File: config.mk
export PLATFORM = sky130hd
export DESIGN_NAME = wfra_mem
export DESIGN_NICKNAME = d
export VERILOG_FILES = /design/src/hw/rtl/wfra_mem.sv
export SDC_FILE = /design/constraint.sdc
export NUM_CORES = 2
export LEC_CHECK = 0
export BUFFER_PORTS_ARGS = -buffer_cell sky130_fd_sc_hd__buf_4
export CAP_MARGIN = 25
export CORE_MARGIN = 5
export CORE_UTILIZATION = 24
export DETAILED_ROUTE_END_ITERATION = 12
export GPL_ROUTABILITY_DRIVEN = 0
export PLACE_DENSITY_LB_ADDON = 0.3
export SLEW_MARGIN = 20
export SYNTH_ARGS = -nofsm -noshare
export SYNTH_HDL_FRONTEND = slang
export SYNTH_SLANG_ARGS = --single-unit
File: constraint.sdc
create_clock -name clk_i -period 10.98 [get_ports clk_i]
set_input_delay 1.098 -clock clk_i [delete_from_list [all_inputs] [get_ports clk_i]]
set_output_delay 1.098 -clock clk_i [all_outputs]
set_load 0.005 [all_outputs]
File: src/hw/rtl/wfra_mem.sv
`timescale 1ns / 1ps
// Single write port, single read port table memory with registered read data.
module wfra_mem #(
  parameter int unsigned DEPTH = 64,
  parameter int unsigned WIDTH = 42
) (
  input  logic                       clk_i,
  input  logic                       we_i,
  input  logic [$clog2(DEPTH)-1:0]   waddr_i,
  input  logic [WIDTH-1:0]           wdata_i,
  input  logic [$clog2(DEPTH)-1:0]   raddr_i,
  output logic [WIDTH-1:0]           rdata_o
);

  logic [WIDTH-1:0] mem_q [DEPTH];
  logic [WIDTH-1:0] rdata_q;

  always_ff @(posedge clk_i) begin
    if (we_i) begin
      mem_q[waddr_i] <= wdata_i;
    end
    rdata_q <= mem_q[raddr_i];
  end

  assign rdata_o = rdata_q;

endmodule

# Yosys cells after proc, flatten, opt, wreduce, memory -nomap -nowiden
# Memory sizes are Yosys's and may differ from the RTL's. A register that Yosys moved wholly into a read port is not among the register bits.
# Cells that the tools add are included.
dict set report word_totals {
  n_memories 1
  register_bits 0
  inputBits 56
  output_inout_bits 42
  ram_bits 2688
}
# name depth width read_ports rd_clocked_by_memory_dff wr line
set memory_table {}
lappend memory_table {mem_q 64 42 1 1 1 15} ;# logic [WIDTH-1:0] mem_q [DEPTH];
dict set report classes {
  n_mux 2
}
# operator count
set ops {}
lappend ops {{two-way mux 1 bit} 2}

# Longest topological paths before layout
dict set report depth {
  depth_word 2
  mapped_depth 10
  ltp_nobuf 5
}

# Worst setup path before layout
# No wires, ideal clock.
dict set report synth_timing {
  kind {input-to-reg}
  from {in waddr_i[3]}
  to {mem mem_q[48][0] (enable)}
  setup_ns 0.493
  arrival_time_ns 4.494
  path_buffers 1
  cell_stages 4
  slack_ns 5.993
  required_ns 10.487
  path_cell_list {clkbuf_1 > nor2b_1 > nand4b_1 > nor3_1}
}
# element line
set synth_lines {}
lappend synth_lines {{from (decl)} 9} ;# input logic [$clog2(DEPTH)-1:0] waddr_i,
lappend synth_lines {{to (decl)} 15}
# No word-level cell before the write port.

==> summary.txt <==
Setup path
  – Arrival time at the worst endpoint: a little under 5 ns
  – Most used cell, CP: buf_4
  – Crit start category: input port
  – Reg-to-reg critical path startpoint: mem_q[52][11]
  – Reg2reg path depth: 5
  – Crit Path Class: input port to flip-flop
  – Crit path cell chain: buf_8 -> buf_4 -> buf_4 -> mux2_2 -> a222oi_1 -> a22oi_1 -> a21oi_1 -> nor3_1
  – Crit-path max FO: 61
  – Buffers & Inverters on Critical Path: 3
  – Top Family by Delay on Critical Path: buffers and inverters
  – Slowest CP cell: buf_4
  – Setup crit end: rdata_o[18]
  – CP required: ~12 ns
  – Worst setup EP type: flip-flop
  – Crit Reg-Reg Endpoint: rdata_o[11]
  – Crit-path max cell delay: about 0.85 ns
  – Critical path depth: 8
  – Reg2Reg Setup Slack: 8.53 ns
  – Worst setup startpoint: raddr_i[0]

CTS
  – # clock sinks: ~2700
  – Clock slew at reported path FFs: around 0.06 ns
  – CTS tree: built
  – Cts repair resizes: 0
  – Cts bufs inserted: about 300
  – CTS H-Tree Depth: 5
  – Clock Latency Late Sink: around 0.9 ns
  – CTS max path bufs: 4
  – Root Driver: clkbuf_16
  – Post-CTS setup buffers: 0
  – Hold buffer count at cts: 0

Logic synthesis
  – Async S/R FF share, synth: 0
  – Commonest cells post-synth: edfxtp_1, mux4_2, mux2i_1
  – Gate Count Post-Synth: about 4400
  – Syn nets: between 4000 and 5000
  – Yosys reg bits: 2730
  – Post-synth top area cell: edfxtp_1
  – Top cell type's share of synthesized area: 0.7810
  – Post-synthesis sequential area ratio: 0.7892
  – Yosys Warn Count: 0
  – Most common cell in the netlist: edfxtp_1
  – Syn avg cell area: approximately 24 µm²
  – Primary FF master, synth: edfxtp_1
  – Post-Syn Area: between 0.1 and 0.15 mm²
  – Post-synth EDFFs: ~2700
  – Synth area leaders: edfxtp_1, mux4_2, mux2i_1, dfxtp_1, a22oi_1
  – Synth unique cells: between 40 and 50

Layout
  – Nets: 4702
  – Layout cells sized above 1: 0.2980
  – Syn-to-layout area delta: 17.38%
  – Cell area after layout: between 0.1 and 0.15 mm²

Timing
  – Clk_skew: around 0.074 ns
  – Fmax: 237.7 MHz
  – Period utilization: 0.3831
  – Worst-Margin Slew: ~1.1 ns
  – Setup TNS: 0 ns
  – Max-slew violation count: 0
  – Final number of setup-violating endpoints: 0
  – Slew HR: 0.2824
  – Endpoints failing hold: 0
  – Minimum clock period: between 4 and 5 ns
  – Setup repair after global routing missed its margin: false

Die
  – Initial Utilization: 0.2403
  – Die height: between 600 and 700 µm
  – Row count: 241
  – Core area: about 0.43 mm²
  – Die W: 666.2 µm
  – Ports: 98
  – Die area: between 0.4 and 0.5 mm²

Route
  – Routed Antenna Nets: 0
  – DRC viols: 0
  – Routed wire per std cell: about 29 µm
  – Iteration-0 DRC Markers: ~4900
  – Drt pass-1 iters: 5
  – DR vias: just under 50000
  – WL final: between 300000 and 400000 µm
  – Mean number of vias per cell: 4.592

Global route
  – Total track usage: 0.1337
  – Largest net degree at the start of global routing: around 130
  – Vias in the first global route: 50710
  – Initial antenna violation count: 30
  – Global route overflow: 0
  – First-pass GRT wire length: ~420000 µm

Power
  – P per Cell Area: around 190 mW/mm²
  – Pleak: around 0.037 µW
  – Max IR drop VDD: 0.1084 mV
  – Total Power: roughly 22000 µW

Flow run
  – Max-capacitance violation count: 0

Outcome
  – Status: completed

Placed design
  – Cell Area, Placed: 0.1118 mm²
  – IO buf count: between 90 and 100
  – DPL Wire Length: 169700 µm

Worst hold path
  – Worst hold path type: input port to flip-flop
==> worst min-delay path by stage <==
| stage | startpoint | endpoint | cells past startpoint |
|---|---|---|---|
| after floorplan | mem_q[58][38] | rdata_o[38] | 3 |
| after global placement | mem_q[60][24] | rdata_o[24] | 3 |
| after detailed placement | mem_q[24][37] | rdata_o[37] | 3 |
| after CTS | waddr_i[1] | mem_q[48][25] | 2 |
| after global routing | waddr_i[2] | mem_q[48][25] | 2 |
| final | waddr_i[1] | mem_q[48][25] | 2 |
==> per-layer routing <==
| metal | global-route usage | part of all wire | vias up |
|---|---|---|---|
| met3 | 0.01987 | 0.054 | 420 |
| met2 | 0.2325 | 0.51 | 1579 |
| met1 | 0.1752 | 0.41 | 27250 |
| met5 | 0 | 0.00033 | - |
| met4 | 0.03351 | 0.027 | 16 |
| li1 | - | - | 19390 |
==> where the power goes <==
part	internal [µW]	switching, µW	total, µW
clock	5780	4080	9850
combinational	388	638	1030
sequential	11500	52.7	11600
==> stage by stage <==
step             util  std cells  setup slack, ns  hold slack (ns)
2_1_floorplan       -       4352            5.993           0.7005
3_3_place_gp   0.2595      10050            5.687           0.8317
3_5_place_dp   0.2599      10060            5.668           0.8083
4_1_cts        0.2821      10590            6.660           0.5871
5_1_grt        0.2821      10590            6.479           0.6465
6_report       0.2821      10590            6.773           0.6735
==> cell families (layout without fill, tap and decap cells) <==
| family | after synthesis | count (layout) | share of synthesized area |
|---|---|---|---|
| flops | 2730 | 2730 | 0.7892 |
| mux | 879 | 879 | 0.1685 |
| other cells | 0 | 8 | 0 |
| simple gates | 226 | 226 | 0.01007 |
| buf+inv | 242 | 766 | 0.01226 |
| compound gates | 275 | 275 | 0.01995 |
==> area by class of cell <==
type / instances / area (µm²)
diodes: 8 / 20.02
clock buffers: 395 / 8079
clock inverters: 134 / 1438
fillers: 42060 / 308700
inverters: 1 / 11.26
multi-input cells: 1380 / 21050
flip-flops and latches: 2730 / 81560
well taps: 5710 / 7144
repair buffers: 236 / 2014
==> layout by cell type, fill, tap and decap left out, types with 11 or more instances in the layout <==
cell | netlist | routed
a211oi_1 | 20 | 20
a21oi_1 | 31 | 31
a221oi_1 | 26 | 26
a22o_1 | 17 | 17
a22oi_1 | 83 | 83
buf_4 | 48 | 215
bufinv_16 | 0 | 25
clkbuf_1 | 97 | 78
clkbuf_16 | 0 | 304
clkbuf_8 | 0 | 13
clkinv_1 | 0 | 40
clkinv_2 | 0 | 38
dfxtp_1 | 42 | 42
edfxtp_1 | 2688 | 2688
inv_6 | 0 | 12
mux2_2 | 40 | 40
mux2i_1 | 154 | 154
mux4_2 | 685 | 685
nand2_1 | 35 | 34
nand3b_1 | 12 | 12
nor2_1 | 114 | 50
nor2_4 | 0 | 63
nor3_1 | 13 | 11
o221ai_1 | 32 | 32
o22ai_1 | 30 | 30
==> sequential cells by signal, indices dropped and copies added, names as in the netlist <==
signal / flops
rdata_o: 42
mem_q: 2688
==> worst register-to-register path, delay by kind of cell (launching register included) <==
family | cells | cell delay, ns
DFF | 1 | 0.37
muxes | 2 | 0.62
and+or+nand+nor | 1 | 0.21
AOI/OAI and AO/OA | 2 | 1.04
Note: power is estimated with default switching activity, not from simulation.
